File: src/hdl/blpw_pkg.sv
// ----------------------------------------------------------------------------
// blpw_pkg
// Shared types and constants of the line pixel writer: command and pixel
// records, register indexes, reset values of the screen registers.
// ----------------------------------------------------------------------------
package blpw_pkg;

    // coordinate and derived widths
    localparam int COORD_BITS = 10;
    localparam int LEFT_W     = COORD_BITS + 1;
    localparam int ERR_W      = COORD_BITS + 3;
    localparam int SIZE_W     = 11;
    localparam int STRIDE_W   = 8;
    localparam int ADDR_W     = 17;

    // default burst length
    localparam int BURST_DEF  = 64;

    // command queue depth
    localparam int QDEPTH     = 2;

    // operation codes
    localparam logic OP_START    = 1'b0;
    localparam logic OP_CONTINUE = 1'b1;

    // register indexes
    localparam logic [1:0] REG_WIDTH  = 2'd0;
    localparam logic [1:0] REG_HEIGHT = 2'd1;
    localparam logic [1:0] REG_STRIDE = 2'd2;

    // register reset values
    localparam logic [SIZE_W-1:0]   WIDTH_RST  = 11'd800;
    localparam logic [SIZE_W-1:0]   HEIGHT_RST = 11'd600;
    localparam logic [STRIDE_W-1:0] STRIDE_RST = 8'd100;

    // screen configuration
    typedef struct packed {
        logic [SIZE_W-1:0]   width;
        logic [SIZE_W-1:0]   height;
        logic [STRIDE_W-1:0] stride;
    } cfg_t;

    // classified command with precomputed line setup
    typedef struct packed {
        logic                  op;
        logic [COORD_BITS-1:0] x0;
        logic [COORD_BITS-1:0] y0;
        logic                  x_neg;
        logic                  y_neg;
        logic                  steep;
        logic [COORD_BITS-1:0] major;
        logic [COORD_BITS-1:0] minor;
        logic [ERR_W-1:0]      err;
        logic                  color;
    } cmd_t;

    // one emitted pixel
    typedef struct packed {
        logic [COORD_BITS-1:0] x;
        logic [COORD_BITS-1:0] y;
        logic [ADDR_W-1:0]     addr;
        logic [2:0]            bit_idx;
        logic                  color;
        logic                  wr_en;
        logic                  burst_last;
        logic                  line_done;
    } pix_t;

endpackage

File: src/hdl/blpw_front.sv
// ----------------------------------------------------------------------------
// blpw_front
// Input side: takes command transfers, classifies start and continue, and
// works out deltas, step directions, major axis and initial error.
// ----------------------------------------------------------------------------
module blpw_front
(
    input  logic                  s_tvalid,
    output logic                  s_tready,
    input  logic [47:0]           s_tdata,
    input  logic                  s_tuser,
    output logic                  push_valid,
    input  logic                  push_ready,
    output blpw_pkg::cmd_t        push_cmd
);

    localparam int CB = blpw_pkg::COORD_BITS;

    logic [CB-1:0]                 x0;
    logic [CB-1:0]                 y0;
    logic [CB-1:0]                 x1;
    logic [CB-1:0]                 y1;
    logic                          x_neg;
    logic                          y_neg;
    logic [CB-1:0]                 adx;
    logic [CB-1:0]                 ady;
    logic                          steep;
    logic [CB-1:0]                 major;
    logic [CB-1:0]                 minor;

    // field unpacking
    assign x0 = s_tdata[CB-1:0];
    assign y0 = s_tdata[2*CB-1:CB];
    assign x1 = s_tdata[3*CB-1:2*CB];
    assign y1 = s_tdata[4*CB-1:3*CB];

    // direction and absolute deltas
    assign x_neg = (x1 < x0);
    assign y_neg = (y1 < y0);
    assign adx   = x_neg ? (x0 - x1) : (x1 - x0);
    assign ady   = y_neg ? (y0 - y1) : (y1 - y0);

    // major axis selection
    assign steep = (ady > adx);
    assign major = steep ? ady : adx;
    assign minor = steep ? adx : ady;

    // command record
    always_comb
    begin
        push_cmd.op    = s_tuser;
        push_cmd.x0    = x0;
        push_cmd.y0    = y0;
        push_cmd.x_neg = x_neg;
        push_cmd.y_neg = y_neg;
        push_cmd.steep = steep;
        push_cmd.major = major;
        push_cmd.minor = minor;
        push_cmd.err   = {2'b00, minor, 1'b0} - {3'b000, major};
        push_cmd.color = s_tdata[4*CB];
    end

    // handshake straight onto the queue
    assign push_valid = s_tvalid;
    assign s_tready   = push_ready;

endmodule

File: src/hdl/blpw_queue.sv
// ----------------------------------------------------------------------------
// blpw_queue
// Short command queue between the input side and the line walker.
// ----------------------------------------------------------------------------
module blpw_queue
(
    input  logic                  clk,
    input  logic                  rst_n,
    input  logic                  push_valid,
    output logic                  push_ready,
    input  blpw_pkg::cmd_t        push_cmd,
    output logic                  pop_valid,
    input  logic                  pop_ready,
    output blpw_pkg::cmd_t        pop_cmd
);

    localparam int DEPTH = blpw_pkg::QDEPTH;
    localparam int PTR_W = (DEPTH > 1) ? $clog2(DEPTH) : 1;
    localparam int CNT_W = $clog2(DEPTH + 1);

    blpw_pkg::cmd_t        entry_reg [DEPTH];
    logic [PTR_W-1:0]      wr_ptr_reg;
    logic [PTR_W-1:0]      wr_ptr_next;
    logic [PTR_W-1:0]      rd_ptr_reg;
    logic [PTR_W-1:0]      rd_ptr_next;
    logic [CNT_W-1:0]      count_reg;
    logic [CNT_W-1:0]      count_next;
    logic                  do_push;
    logic                  do_pop;

    assign push_ready = (count_reg != CNT_W'(DEPTH));
    assign pop_valid  = (count_reg != '0);
    assign pop_cmd    = entry_reg[rd_ptr_reg];

    assign do_push = push_valid && push_ready;
    assign do_pop  = pop_valid && pop_ready;

    // pointer and fill count update
    always_comb
    begin
        wr_ptr_next = wr_ptr_reg;
        rd_ptr_next = rd_ptr_reg;
        count_next  = count_reg;
        if (do_push)
        begin
            wr_ptr_next = (wr_ptr_reg == PTR_W'(DEPTH - 1)) ? '0 : wr_ptr_reg + 1'b1;
        end
        if (do_pop)
        begin
            rd_ptr_next = (rd_ptr_reg == PTR_W'(DEPTH - 1)) ? '0 : rd_ptr_reg + 1'b1;
        end
        if (do_push && !do_pop)
        begin
            count_next = count_reg + 1'b1;
        end
        else if (do_pop && !do_push)
        begin
            count_next = count_reg - 1'b1;
        end
    end

    always_ff @(posedge clk or negedge rst_n)
    begin
        if (!rst_n)
        begin
            wr_ptr_reg <= '0;
            rd_ptr_reg <= '0;
            count_reg  <= '0;
        end
        else
        begin
            wr_ptr_reg <= wr_ptr_next;
            rd_ptr_reg <= rd_ptr_next;
            count_reg  <= count_next;
        end
    end

    // entry storage
    always_ff @(posedge clk)
    begin
        if (do_push)
        begin
            entry_reg[wr_ptr_reg] <= push_cmd;
        end
    end

endmodule

File: src/hdl/blpw_back.sv
// ----------------------------------------------------------------------------
// blpw_back
// Line walker: takes commands from the queue, steps the Bresenham error one
// pixel a cycle unless stalled and fills the output reg with address, enables.
// ----------------------------------------------------------------------------
module blpw_back
#(
    parameter int BURST = blpw_pkg::BURST_DEF
)
(
    input  logic                  clk,
    input  logic                  rst_n,
    input  blpw_pkg::cfg_t        cfg,
    input  logic                  cmd_valid,
    output logic                  cmd_ready,
    input  blpw_pkg::cmd_t        cmd,
    output logic                  pix_valid,
    input  logic                  pix_ready,
    output blpw_pkg::pix_t        pix
);

    localparam int CB     = blpw_pkg::COORD_BITS;
    localparam int LW     = blpw_pkg::LEFT_W;
    localparam int EW     = blpw_pkg::ERR_W;
    localparam int AW     = blpw_pkg::ADDR_W;
    localparam int BCNT_W = (BURST > 1) ? $clog2(BURST) : 1;

    localparam logic ST_IDLE = 1'b0;
    localparam logic ST_RUN  = 1'b1;

    logic                  state_reg;
    logic                  state_next;
    logic [CB-1:0]         cur_x_reg;
    logic [CB-1:0]         cur_x_next;
    logic [CB-1:0]         cur_y_reg;
    logic [CB-1:0]         cur_y_next;
    logic [EW-1:0]         err_reg;
    logic [EW-1:0]         err_next;
    logic [CB-1:0]         major_reg;
    logic [CB-1:0]         major_next;
    logic [CB-1:0]         minor_reg;
    logic [CB-1:0]         minor_next;
    logic [LW-1:0]         left_reg;
    logic [LW-1:0]         left_next;
    logic                  x_neg_reg;
    logic                  x_neg_next;
    logic                  y_neg_reg;
    logic                  y_neg_next;
    logic                  steep_reg;
    logic                  steep_next;
    logic                  color_reg;
    logic                  color_next;
    logic [BCNT_W-1:0]     bcnt_reg;
    logic [BCNT_W-1:0]     bcnt_next;
    logic                  out_valid_reg;
    logic                  out_valid_next;
    blpw_pkg::pix_t        out_reg;
    blpw_pkg::pix_t        out_next;

    logic                  out_free;
    logic                  emit;
    logic [LW-1:0]         left_dec;
    logic                  last_b;
    logic                  err_pos;
    logic [CB-1:0]         x_step;
    logic [CB-1:0]         y_step;
    logic [AW:0]           row_base;
    logic [AW:0]           addr_sum;

    assign out_free  = !out_valid_reg || pix_ready;
    assign emit      = (state_reg == ST_RUN) && out_free;
    assign cmd_ready = (state_reg == ST_IDLE);
    assign pix_valid = out_valid_reg;
    assign pix       = out_reg;

    // per-pixel arithmetic
    assign left_dec = left_reg - 1'b1;
    assign last_b   = (bcnt_reg == BCNT_W'(BURST - 1)) || (left_dec == '0);
    assign err_pos  = !err_reg[EW-1];
    assign x_step   = x_neg_reg ? (cur_x_reg - 1'b1) : (cur_x_reg + 1'b1);
    assign y_step   = y_neg_reg ? (cur_y_reg - 1'b1) : (cur_y_reg + 1'b1);
    assign row_base = (AW+1)'(cur_y_reg) * (AW+1)'(cfg.stride);
    assign addr_sum = row_base + (AW+1)'(cur_x_reg >> 3);

    // walker control and next state
    always_comb
    begin
        state_next     = state_reg;
        cur_x_next     = cur_x_reg;
        cur_y_next     = cur_y_reg;
        err_next       = err_reg;
        major_next     = major_reg;
        minor_next     = minor_reg;
        left_next      = left_reg;
        x_neg_next     = x_neg_reg;
        y_neg_next     = y_neg_reg;
        steep_next     = steep_reg;
        color_next     = color_reg;
        bcnt_next      = bcnt_reg;
        out_valid_next = out_valid_reg;
        out_next       = out_reg;

        case (state_reg)
            ST_IDLE:
            begin
                if (cmd_valid)
                begin
                    if (cmd.op == blpw_pkg::OP_START)
                    begin
                        // a new line replaces whatever was pending
                        cur_x_next = cmd.x0;
                        cur_y_next = cmd.y0;
                        err_next   = cmd.err;
                        major_next = cmd.major;
                        minor_next = cmd.minor;
                        left_next  = {1'b0, cmd.major} + 1'b1;
                        x_neg_next = cmd.x_neg;
                        y_neg_next = cmd.y_neg;
                        steep_next = cmd.steep;
                        color_next = cmd.color;
                        bcnt_next  = '0;
                        state_next = ST_RUN;
                    end
                    else if (left_reg != '0)
                    begin
                        // resume a pending line
                        bcnt_next  = '0;
                        state_next = ST_RUN;
                    end
                end
            end
            ST_RUN:
            begin
                if (emit)
                begin
                    out_next.x          = cur_x_reg;
                    out_next.y          = cur_y_reg;
                    out_next.addr       = addr_sum[AW-1:0];
                    out_next.bit_idx    = cur_x_reg[2:0];
                    out_next.color      = color_reg;
                    out_next.wr_en      = ({1'b0, cur_x_reg} < cfg.width) &&
                                          ({1'b0, cur_y_reg} < cfg.height);
                    out_next.burst_last = last_b;
                    out_next.line_done  = (left_dec == '0);
                    left_next           = left_dec;
                    bcnt_next           = bcnt_reg + 1'b1;
                    // error step toward the next pixel
                    if (left_dec != '0)
                    begin
                        if (steep_reg)
                        begin
                            cur_y_next = y_step;
                            if (err_pos)
                            begin
                                cur_x_next = x_step;
                            end
                        end
                        else
                        begin
                            cur_x_next = x_step;
                            if (err_pos)
                            begin
                                cur_y_next = y_step;
                            end
                        end
                        err_next = err_reg + {2'b00, minor_reg, 1'b0} -
                                   (err_pos ? {2'b00, major_reg, 1'b0} : '0);
                    end
                    if (last_b)
                    begin
                        state_next = ST_IDLE;
                    end
                end
            end
            default:
            begin
                state_next = ST_IDLE;
            end
        endcase

        // output register valid
        if (out_free)
        begin
            out_valid_next = emit;
        end
    end

    always_ff @(posedge clk or negedge rst_n)
    begin
        if (!rst_n)
        begin
            state_reg     <= ST_IDLE;
            cur_x_reg     <= '0;
            cur_y_reg     <= '0;
            err_reg       <= '0;
            major_reg     <= '0;
            minor_reg     <= '0;
            left_reg      <= '0;
            x_neg_reg     <= 1'b0;
            y_neg_reg     <= 1'b0;
            steep_reg     <= 1'b0;
            color_reg     <= 1'b0;
            bcnt_reg      <= '0;
            out_valid_reg <= 1'b0;
        end
        else
        begin
            state_reg     <= state_next;
            cur_x_reg     <= cur_x_next;
            cur_y_reg     <= cur_y_next;
            err_reg       <= err_next;
            major_reg     <= major_next;
            minor_reg     <= minor_next;
            left_reg      <= left_next;
            x_neg_reg     <= x_neg_next;
            y_neg_reg     <= y_neg_next;
            steep_reg     <= steep_next;
            color_reg     <= color_next;
            bcnt_reg      <= bcnt_next;
            out_valid_reg <= out_valid_next;
        end
    end

    // output payload
    always_ff @(posedge clk)
    begin
        out_reg <= out_next;
    end

endmodule

File: src/hdl/bresenham_line_pixel_writer.sv
// ----------------------------------------------------------------------------
// bresenham_line_pixel_writer
// Walks lines on a one-bit-per-pixel framebuffer and emits one pixel write
// per transfer with byte address, bit index, colour and on-screen enable.
//
//   channel   dir   handshake            payload
//   s_*       in    s_tvalid/s_tready    line command, tuser = operation
//   m_*       out   m_tvalid/m_tready    pixel, tlast = burst end
//   cfg_*     in    cfg_we               screen width, height, row stride
//
// The walker emits one pixel per cycle from its single error update unless
// m_tready stalls; an item gives at most BURST pixels and is fetched from the
// two-entry command queue. Commands are taken while the walker runs until the
// queue is full. Reset clears the walker, queue and output valid flag and loads
// the screen registers with 800, 600 and 100. A stalled m_tready holds the
// pixel in the output register and freezes the walker.
// ----------------------------------------------------------------------------
module bresenham_line_pixel_writer
#(
    parameter int BURST = blpw_pkg::BURST_DEF
)
(
    input  logic        clk,
    input  logic        rst_n,
    input  logic        s_tvalid,
    output logic        s_tready,
    // start_x, start_y, end_x, end_y, pen_color, zero fill
    input  logic [47:0] s_tdata,
    // operation
    input  logic        s_tuser,
    output logic        m_tvalid,
    input  logic        m_tready,
    // pixel_x, pixel_y, byte_address, bit_index, write_color, write_enable,
    // zero fill
    output logic [47:0] m_tdata,
    // burst_last
    output logic        m_tlast,
    // line_done
    output logic        m_tuser,
    input  logic        cfg_we,
    input  logic [1:0]  cfg_index,
    input  logic [10:0] cfg_data
);

    blpw_pkg::cfg_t   cfg_reg;
    blpw_pkg::cmd_t   push_cmd;
    blpw_pkg::cmd_t   pop_cmd;
    blpw_pkg::pix_t   pix;
    logic             push_valid;
    logic             push_ready;
    logic             pop_valid;
    logic             pop_ready;

    // screen registers
    always_ff @(posedge clk or negedge rst_n)
    begin
        if (!rst_n)
        begin
            cfg_reg.width  <= blpw_pkg::WIDTH_RST;
            cfg_reg.height <= blpw_pkg::HEIGHT_RST;
            cfg_reg.stride <= blpw_pkg::STRIDE_RST;
        end
        else if (cfg_we)
        begin
            case (cfg_index)
                blpw_pkg::REG_WIDTH:  cfg_reg.width  <= cfg_data;
                blpw_pkg::REG_HEIGHT: cfg_reg.height <= cfg_data;
                blpw_pkg::REG_STRIDE: cfg_reg.stride <= cfg_data[blpw_pkg::STRIDE_W-1:0];
                default:              cfg_reg        <= cfg_reg;
            endcase
        end
    end

    blpw_front u_front
    (
        .s_tvalid   (s_tvalid),
        .s_tready   (s_tready),
        .s_tdata    (s_tdata),
        .s_tuser    (s_tuser),
        .push_valid (push_valid),
        .push_ready (push_ready),
        .push_cmd   (push_cmd)
    );

    blpw_queue u_queue
    (
        .clk        (clk),
        .rst_n      (rst_n),
        .push_valid (push_valid),
        .push_ready (push_ready),
        .push_cmd   (push_cmd),
        .pop_valid  (pop_valid),
        .pop_ready  (pop_ready),
        .pop_cmd    (pop_cmd)
    );

    blpw_back #(.BURST(BURST)) u_back
    (
        .clk        (clk),
        .rst_n      (rst_n),
        .cfg        (cfg_reg),
        .cmd_valid  (pop_valid),
        .cmd_ready  (pop_ready),
        .cmd        (pop_cmd),
        .pix_valid  (m_tvalid),
        .pix_ready  (m_tready),
        .pix        (pix)
    );

    // output packing
    assign m_tdata = {6'b000000, pix.wr_en, pix.color, pix.bit_idx, pix.addr, pix.y, pix.x};
    assign m_tlast = pix.burst_last;
    assign m_tuser = pix.line_done;

endmodule
File: config.mk
export PLATFORM = sky130hd
export DESIGN_NAME = bresenham_line_pixel_writer
export DESIGN_NICKNAME = d
export VERILOG_FILES = /design/src/hdl/blpw_pkg.sv /design/src/hdl/blpw_front.sv /design/src/hdl/blpw_queue.sv /design/src/hdl/blpw_back.sv /design/src/hdl/bresenham_line_pixel_writer.sv
export SDC_FILE = /design/constraint.sdc
export NUM_CORES = 1
export LEC_CHECK = 0
export CORE_MARGIN = 5
export CORE_UTILIZATION = 25
export DETAILED_ROUTE_END_ITERATION = 16
export DONT_BUFFER_PORTS = 1
export GPL_TIMING_DRIVEN = 0
export SLEW_MARGIN = 0
export SYNTH_ARGS = -nofsm -noshare
export SYNTH_HDL_FRONTEND = slang
export SYNTH_SLANG_ARGS = --single-unit
File: constraint.sdc
create_clock -name clk -period 12.7 [get_ports clk]
set_input_delay 0 -clock clk [delete_from_list [all_inputs] [get_ports clk]]
set_output_delay 0 -clock clk [all_outputs]
set_load 0.005 [all_outputs]
==> results.md, run 1 <==
* Outcome: complete, but fails checks
* Violated checks: hold timing
* Final min period at approximately 7.5 ns
* Layout cells sized above 1 at 0.07131
* CTS tree: yes
* P_leak at between 9 and 10 nW
* Antenna violations before repair at 3
* PD cells at ~310 nW/µm²
* # Post-CTS Setup Buffers at 0
* Crit end category: register
* Worst-path fanout max at 10
* DRC Markers at 0
* Placed insts at around 2700
* Max clock buf depth at 3
* Switch Pwr at around 2.8 mW
* Worst slew margin at 0.3270
* WL final at roughly 46 mm
* Fin util at 0.2938
* F_max at roughly 0.13 GHz
* Post-CTS Resized at 0
* Final worst path period share at 0.5873
* Place WS at 4.733 ns
* Switching Fraction at 0.4351
* Final setup fails at 0
* DRT iter0 DRCs at ~840
* Top FF cell, synth: edfxtp_1
* Initial Util at 0.2525
* RSZ-0062 raised after global routing: false
* Slew of the pin with the lowest slew margin at around 1.0 ns
* Combinational family with the most area after synthesis: adder cells
* Clock power frac at 0.140
* Number of synthesized flops with an enable pin at around 150
* Vias in the first global route at between 10000 and 15000
* Max stage delay cell, worst path: a222oi_1
* Synth area leader: edfxtp_1
* Num rows at between 90 and 100
* Yosys reg bits at 262
* Register area share after synthesis at 0.4134
* Cell count after synthesis at roughly 1700
* Die X at 276.4 µm
* Flop pwr share at 0.261
* Largest net degree at the start of global routing at 110
* Top-count cell post-synth: inv_1
* XOR/XNOR Fraction of Synth Area at 0.03992
* Via count at approximately 13000
* Layout Cells excl Fill at 2806
* Total track usage at 0.1180
* Global-route wire length before repair at around 74 mm
* Hold-fix buffers, CTS at a little over 60
* Skew-Pair Late Insertion Delay at 0.58 ns
* Total power at ~6.4 mW
* Fin. max-slew vios at 0
* Final HPWL DP at 35.85 mm
* Post-route ant nets at 0
* Syn_area_per_cell at roughly 10 µm²
* DR vias/cell at about 4.5
* GPL Wtd Cong at 0.8852
* Ys async rst share at 0.4160
* Final WS setup at between 5 and 6 ns
* Synth Area in Compound Gates at 0.1304
* Critical path arrival at slightly below 8 ns
* Int Pwr at 3.607 mW
* Top post-synthesis cells by area: edfxtp_1 (26%), dfrtp_1 (14%), ha_1 (9.9%)
* I/O Pins at about 120
* Maximum VDD drop at roughly 0.21 mV
* Simple-Gate Fraction of Synth Area at 0.1102
* Max cap viols at 0
* Post-Syn Area at approximately 18000 µm²
* Most frequent cells after synthesis: inv_1 (239), nand2_1 (158), edfxtp_1 (153), ha_1 (140), o21ai_0 (108)
* Grt ovf at 0
* CP max stage delay at about 0.56 ns
* Clock Sink Count at around 260
* Synth warnings at 0
* Critical Path RT at roughly 13 ns
* Post-synth top area share at 0.2590
* Endpoints failing hold at 9
* Final Instance Area at 20650 µm²
* Critical path class: in2reg
* Max reg flops at 112
* Class of the worst hold path: in2async
* Comb power frac at 0.599
* NumNets Final at between 2000 and 2500
* Netlist cell types at between 80 and 90
* Synth Area in Adders at 0.1806
* Dpl cell area at 19010 µm²
* Multiplexer area fraction after synthesis at 0.05444
* Final clock skew at between 0.015 and 0.02 ns
* Area Overhead vs Synth at 16.38%
* Fin Setup TNS at 0 ns
* Hold slack at -0.009725 ns
* CTS buffer count at 29
* Clock Pin Slew Worst Setup and Hold Paths at about 0.06 ns
* Type of origin of the critical path: input pin
* Most frequent CP cell: ha_1
* Per-cell routed wire length at between 15 and 20 µm
* Core Area at approximately 70000 µm²
* H-tree levels at 1
* CTS root buf: clkbuf_16
* I/O Buffers at 0
* Number of iterations in the first detailed-routing pass at 7
* Die height at 276.4 µm
* Die area at 76400 µm²
cell usage in the layout (no fill, tap or decap), types with 10 or more instances in the layout:
master	n
a211oi_1	10
a21o_1	39
a21oi_1	107
and2_1	44
buf_4	13
clkbuf_1	57
clkbuf_16	30
dfrtp_1	99
dfstp_2	10
dlygate4sd3_1	60
edfxtp_1	153
fa_1	71
ha_1	140
inv_1	239
mux2_2	28
mux2i_1	65
nand2_1	158
nand2b_1	12
nand3_1	22
nand3b_1	11
nor2_1	86
nor2b_1	18
nor3_1	13
o21ai_0	108
o21bai_1	16
xnor2_1	54
xor2_1	25
worst max-delay path, delay by kind of cell:
kind | cells | cell delay, ns
AND/OR/NAND/NOR | 2 | 0.32
XOR/XNOR | 3 | 0.80
multiplexers | 1 | 0.40
buffers and inverters | 5 | 1.13
adder cells (fa/ha/maj) | 4 | 1.22
AO/OA/AOI/OAI | 16 | 3.87
power groups by stage:
stage | logic (mW) | clock network (mW) | registers [mW]
floorplan | 2.96 | 0 | 1.60
global placement | 3.68 | 0 | 1.69
detailed placement | 3.80 | 0 | 1.69
CTS | 3.86 | 0.925 | 1.67
global route | 4.38 | 0.955 | 1.71
finish | 3.82 | 0.896 | 1.67
kinds of logic (layout without fill, tap and decap cells):
group,count (synthesis),in the layout
other,1,7
buffers and inverters,318,436
flip-flops,262,262
AND/OR/NAND/NOR,409,409
multiplexers,93,93
AO/OA/AOI/OAI,365,365
adder cells (fa/ha/maj),214,214
XOR/XNOR,80,80
per-layer routing:
| layer | vias up | global-route usage | share of wire |
|---|---|---|---|
| met3 | 58 | 0.01974 | 0.048 |
| met4 | 0 | 0.02625 | 0.019 |
| met2 | 266 | 0.2061 | 0.49 |
| met5 | - | 0 | 0 |
| met1 | 6201 | 0.1540 | 0.44 |
| li1 | 6137 | - | - |
path summary, 6_finish.rpt:
path / from / to / slack (ns) / depth (start not counted)
worst max-delay path: s_tdata[30] / u_queue.entry_reg[1][9] / 5.24 / 31
worst min-delay path: rst_n / u_back.bcnt_reg[0] / -0.01 / 2
worst max register to register: u_back.cur_y_reg[3] / u_back.pix[23] / 6.99 / 21
worst min register to register: u_back.color_reg / u_back.pix[3] / 0.46 / 0
max in group asynchronous: rst_n / u_back.pix_valid / 11.84 / 3
min in group clk: s_tvalid / u_queue.entry_reg[1][46] / 0.04 / 1
cell type report:
cell class / instances / area, µm²
antenna: 1 / 2.502
buffer: 78 / 356.6
clock buffer: 37 / 787.0
clock inverter: 17 / 224.0
fill: 7271 / 49620
inverter: 240 / 900.9
multi-input combinational: 1167 / 9179
sequential: 262 / 7335
tap: 940 / 1176
timing repair buffer: 64 / 688.2
(Power assumes the default switching activity.)
==> run 2, diff against run 1 <==
- clock period: 12.7 -> 7.4 ns (I/O delays scaled with it)
==> results.md, run 2 (synthesis results as in run 1) <==
* Antenna violations before repair at 3
* Fin. max-slew vios at 0
* P_leak at roughly 9.0 nW
* I/O Buffers at 0
* DR vias/cell at between 4 and 5
* Vias in the first global route at roughly 13000
* Worst slew margin at 0.3327
* Via count at ~13000
* Final HPWL DP at 35.85 mm
* Largest net degree at the start of global routing at 110
* Layout Cells excl Fill at 2809
* NumNets Final at about 2100
* R2R cell count at 21
* Fill count at around 7300
* CTS tree: yes
* Crit end category: register
* Most common cell after layout, fill and taps aside: inv_1
* Core Area at 70270 µm²
* Worst r2r dst: u_back.pix[23]
* Placed insts at around 2700
* Final Instance Area at 20670 µm²
* Per-cell routed wire length at about 16 µm
* Critical path arrival at roughly 7.3 ns
* F_max at roughly 0.14 GHz
* Die X at 276.4 µm
* Worst-path fanout max at 10
* Die height at 276.4 µm
* I/O Pins at 119
* Post-route ant nets at 0
* Skew-Pair Late Insertion Delay at 0.58 ns
* Critical path class: in2reg
* Worst flop-to-flop path startpoint: u_back.cur_y_reg[3]
* Max cap viols at 0
* Number of iterations in the first detailed-routing pass at 6
* Final clock skew at ~0.019 ns
* Grt ovf at 0
* Final setup fails at 0
* Die area at between 70000 and 80000 µm²
* WP depth at 32
* Buf+Inv Stages, Crit Path at 6
* Num rows at a little under 100
* R2r setup slk at ~1.7 ns
* H-tree levels at 1
* Layout cells sized above 1 at 0.07288
* Type of origin of the critical path: input pin
* Outcome: complete, but fails checks
* Clock Pin Slew Worst Setup and Hold Paths at ~0.060 ns
* Endpoints failing hold at 1
* Total track usage at 0.1180
* DRC Markers at 0
* Final WS setup at ~0.38 ns
* WL final at 46.28 mm
* Max clock buf depth at 3
* GPL Wtd Cong at 0.8852
* Initial Util at 0.2525
* CP max stage delay at 0.47 ns
* Fin util at 0.2941
* Critical Path RT at about 7.7 ns
* Maximum VDD drop at between 0.3 and 0.4 mV
* DRT iter0 DRCs at 825
* Final min period at 7.024 ns
* Max stage delay cell, worst path: fa_1
* Final worst path period share at 0.9492
* Place WS at -0.5673 ns
* Violated checks: hold timing
* Most frequent CP cell: ha_1
* Global-route wire length before repair at between 70 and 80 mm
* Area Overhead vs Synth at 16.50%
* CP top delay family: compound AO/OA/AOI/OAI gates
* Max reg flops at 112
* Hold slack at -0.002586 ns
* CTS buffer count at 29
* Dpl cell area at about 19000 µm²
* Crit path from: s_tdata[30]
* CTS root buf: clkbuf_16
* Commonest non-fill, non-tap cells in the layout: inv_1 (239), nand2_1 (158), edfxtp_1 (153), ha_1 (140), o21ai_0 (108)
* Clock Sink Count at around 260
* Class of the worst hold path: in2async
* Slew of the pin with the lowest slew margin at about 1.0 ns
* PD cells at 530.3 nW/µm²
## run 2: cell count changes in the layout (fill, tap and decap cells not counted)
cell,delta
xnor2_2,+1
buf_4,+1
xnor2_1,-1
diode_2,+2
clkbuf_2,+1
clkbuf_1,-1
## run 2: report_power, final
part	leakage [nW]	total (mW)	internal, mW	switching [mW]
clock	0.497	1.54	0.928	0.608
combinational	5.79	6.57	2.78	3.79
sequential	2.76	2.86	2.49	0.368
## run 2: area by class of cell
cell class / instances / area (µm²) / area share
clock inverter: 17 / 224.0 / 0.01084
sequential: 262 / 7335 / 0.3548
tap: 940 / 1176 / 0.05690
timing repair buffer: 65 / 695.7 / 0.03366
clock buffer: 37 / 787.0 / 0.03808
inverter: 240 / 900.9 / 0.04358
multi-input combinational: 1167 / 9186 / 0.4444
antenna: 3 / 7.507 / 0.0003632
buffer: 78 / 357.8 / 0.01731
## run 2: stage by stage
stage	total power, mW	TNS [ns]
4_1_cts	11.08	0
5_1_grt	12.11	-0.0007869
6_report	10.96	0
3_3_place_gp	9.223	-1.802
3_5_place_dp	9.414	-2.947
2_1_floorplan	7.818	0
## run 2: repair_timing
action / 4_1_cts / 5_1_grt
hold endpoints to repair: 216 / 0
gates resized for setup: 0 / 3
buffers inserted: 0 / 1
hold buffers: 61 / 0
setup endpoints to repair: 0 / 6
## run 2: how the worst max path moves through the flow
stage	endpoint
after floorplan	u_queue.entry_reg[0][9]
after global placement	u_queue.entry_reg[1][9]
after detailed placement	u_queue.entry_reg[1][9]
after CTS	u_queue.entry_reg[1][9]
after global routing	u_queue.entry_reg[1][9]
final	u_queue.entry_reg[1][9]
## run 2: metal layers
layer | GRT usage | routed length [µm] | up-vias
met2 | 0.2061 | 22710 | 246
met3 | 0.01974 | 2216 | 56
met5 | 0 | 0 | -
met1 | 0.1540 | 20460 | 6178
met4 | 0.02625 | 887 | 0
li1 | - | - | 6143
## run 2: worst register-to-register path: stages, from the launching register on
cell	delay, ns
dfrtp_1	0.49
clkbuf_1	0.42
nand2_1	0.14
fa_1	0.50
fa_1	0.51
inv_1	0.04
ha_1	0.26
inv_1	0.05
fa_1	0.60
inv_1	0.06
ha_1	0.28
a21o_1	0.16
a21oi_1	0.23
o21ai_0	0.14
a21oi_1	0.23
o21ai_0	0.12
a21oi_1	0.24
o21bai_1	0.10
a21oi_1	0.23
o21ai_0	0.21
or4_1	0.44
nand3_1	0.12
==> run 3, diff against run 2 <==
- CTS_BUF_LIST: unset -> sky130_fd_sc_hd__clkbuf_8
==> results.md, run 3 (synthesis results as in run 1) <==
* Post-route ant nets at 0
* Placed insts at approximately 2700
* WL final at about 47 mm
* Type of origin of the critical path: input pin
* Final WS setup at a little over 0.4 ns
* Global-route wire length before repair at around 74 mm
* PD cells at 525.6 nW/µm²
* Critical Path RT at ~7.7 ns
* Hold slack at approximately 0.055 ns
* Fin. max-slew vios at 0
* Worst-path fanout max at 10
* F_max at between 0.1 and 0.15 GHz
* Core Area at between 70000 and 80000 µm²
* Final Instance Area at about 21000 µm²
* Maximum VDD drop at ~0.36 mV
* Vias in the first global route at 13330
* WP depth at 32
* Fin Setup TNS at 0 ns
* Layout Cells excl Fill at 2841
* Clock Pin Slew Worst Setup and Hold Paths at about 0.06 ns
* DR vias/cell at around 4.5
* Final setup fails at 0
* CP max stage delay at roughly 0.47 ns
* Skew-Pair Late Insertion Delay at 0.61 ns
* Outcome: finished, final reports clean
* RSZ-0062 raised after global routing: false
* I/O Pins at 119
* Critical path arrival at 7.33 ns
* CTS root buf: clkbuf_8
* Max cap viols at 0
* Final min period at between 6 and 7 ns
* Final worst path period share at 0.9456
* DRT iter0 DRCs at 781
* Initial Util at 0.2525
* GPL Wtd Cong at about 0.89
* Class of the worst hold path: in2reg
* Fin util at 0.2937
* P_leak at 9.073 nW
* H-tree levels at 2
* Max stage delay cell, worst path: fa_1
* Final clock skew at between 0.02 and 0.03 ns
* Num rows at 97
* Area Overhead vs Synth at 16.33%
* Worst slew margin at 0.3297
* CP top delay family: compound AO/OA/AOI/OAI gates
* Layout cells sized above 1 at 0.08215
* Largest net degree at the start of global routing at 93
* Critical path class: in2reg
* Slew of the pin with the lowest slew margin at around 1 ns
* DRC Markers at 0
* Endpoints failing hold at 0
* Total track usage at 0.1198
* Number of iterations in the first detailed-routing pass at 5
* Final HPWL DP at roughly 36 mm
* Hold path depth at 4
* Fill count at about 7300
* Commonest non-fill, non-tap cells in the layout: inv_1 (249), nand2_1 (158), edfxtp_1 (153), ha_1 (140), o21ai_0 (108)
* Die X at 276.4 µm
* Clock Sink Count at 262
* CTS tree: yes
* Place WS at -0.5673 ns
* CTS buffer count at 46
* Grt ovf at 0
* Most common cell after layout, fill and taps aside: inv_1
* R2R cell count at 21
* I/O Buffers at 0
* Per-cell routed wire length at between 15 and 20 µm
* NumNets Final at 2139
* Most frequent CP cell: ha_1
* Dpl cell area at approximately 19000 µm²
* Die height at about 280 µm
* Max clock buf depth at 3
* Via count at 12770
* Total power at 10.85 mW
* Die area at 76400 µm²
* Buf+Inv Stages, Crit Path at 6
* Crit end category: register
* Max reg flops at between 100 and 150
* Antenna violations before repair at 2
## run 3: cell count changes in the layout (fill, tap and decap cells not counted), moves of 2 or more
cell and change:
clkinvlp_4 +2, inv_1 +10, inv_6 +2, clkbuf_1 -6, clkbuf_8 +48, clkinv_1 +8
clkbuf_16 -30
## run 3: timing repair
action                                 in CTS  in global routing
setup endpoints to repair                   0                  6
resized for setup                           0                  3
endpoints found under the hold margin     218                  0
buffers inserted                            0                  1
hold buffers                               62                  0
## run 3: tightest hold or removal path, delay by kind of cell
| kind | cells | cell delay, ns |
|---|---|---|
| fa+ha+maj | 1 | 0.10 |
| buf+inv | 2 | 0.21 |
| compound gates | 1 | 0.15 |
## run 3: routing by layer
layer,vias up,global-route usage,routed length [µm]
met5,-,0,0
met4,0,0.03317,892
met3,59,0.02202,2229
met2,266,0.2069,22740
met1,6268,0.1543,20730
li1,6176,-,-
## run 3: power breakdown
group / switching, mW / internal (mW) / total [mW]
clock: 0.630 / 0.793 / 1.42
combinational: 3.78 / 2.78 / 6.56
sequential: 0.370 / 2.49 / 2.86
total: 4.78 / 6.06 / 10.8
## run 3: cell type report
class	instances	area, µm²	area share
Sequential cell	262	7335	0.3554
Timing Repair Buffer	66	705.7	0.03419
Clock inverter	37	297.8	0.01443
Multi-Input combinational cell	1167	9186	0.4451
Inverter	240	900.9	0.04365
Clock buffer	49	674.4	0.03268
Antenna cell	2	5.005	0.0002425
Tap cell	940	1176	0.05699
Buffer	78	357.8	0.01734
## run 3: final timing paths
| path | startpoint | end | slack, ns |
|---|---|---|---|
| worst min register to register | u_back.color_reg | u_back.pix[3] | 0.45 |
| worst min-delay path | s_tdata[20] | u_queue.entry_reg[0][24] | 0.05 |
| min in group asynchronous | rst_n | u_back.left_reg[9] | 0.50 |
| worst max register to register | u_back.cur_y_reg[3] | u_back.pix[23] | 1.74 |
| max in group asynchronous | rst_n | u_back.bcnt_reg[2] | 5.26 |
| worst max-delay path | s_tdata[30] | u_queue.entry_reg[1][9] | 0.40 |
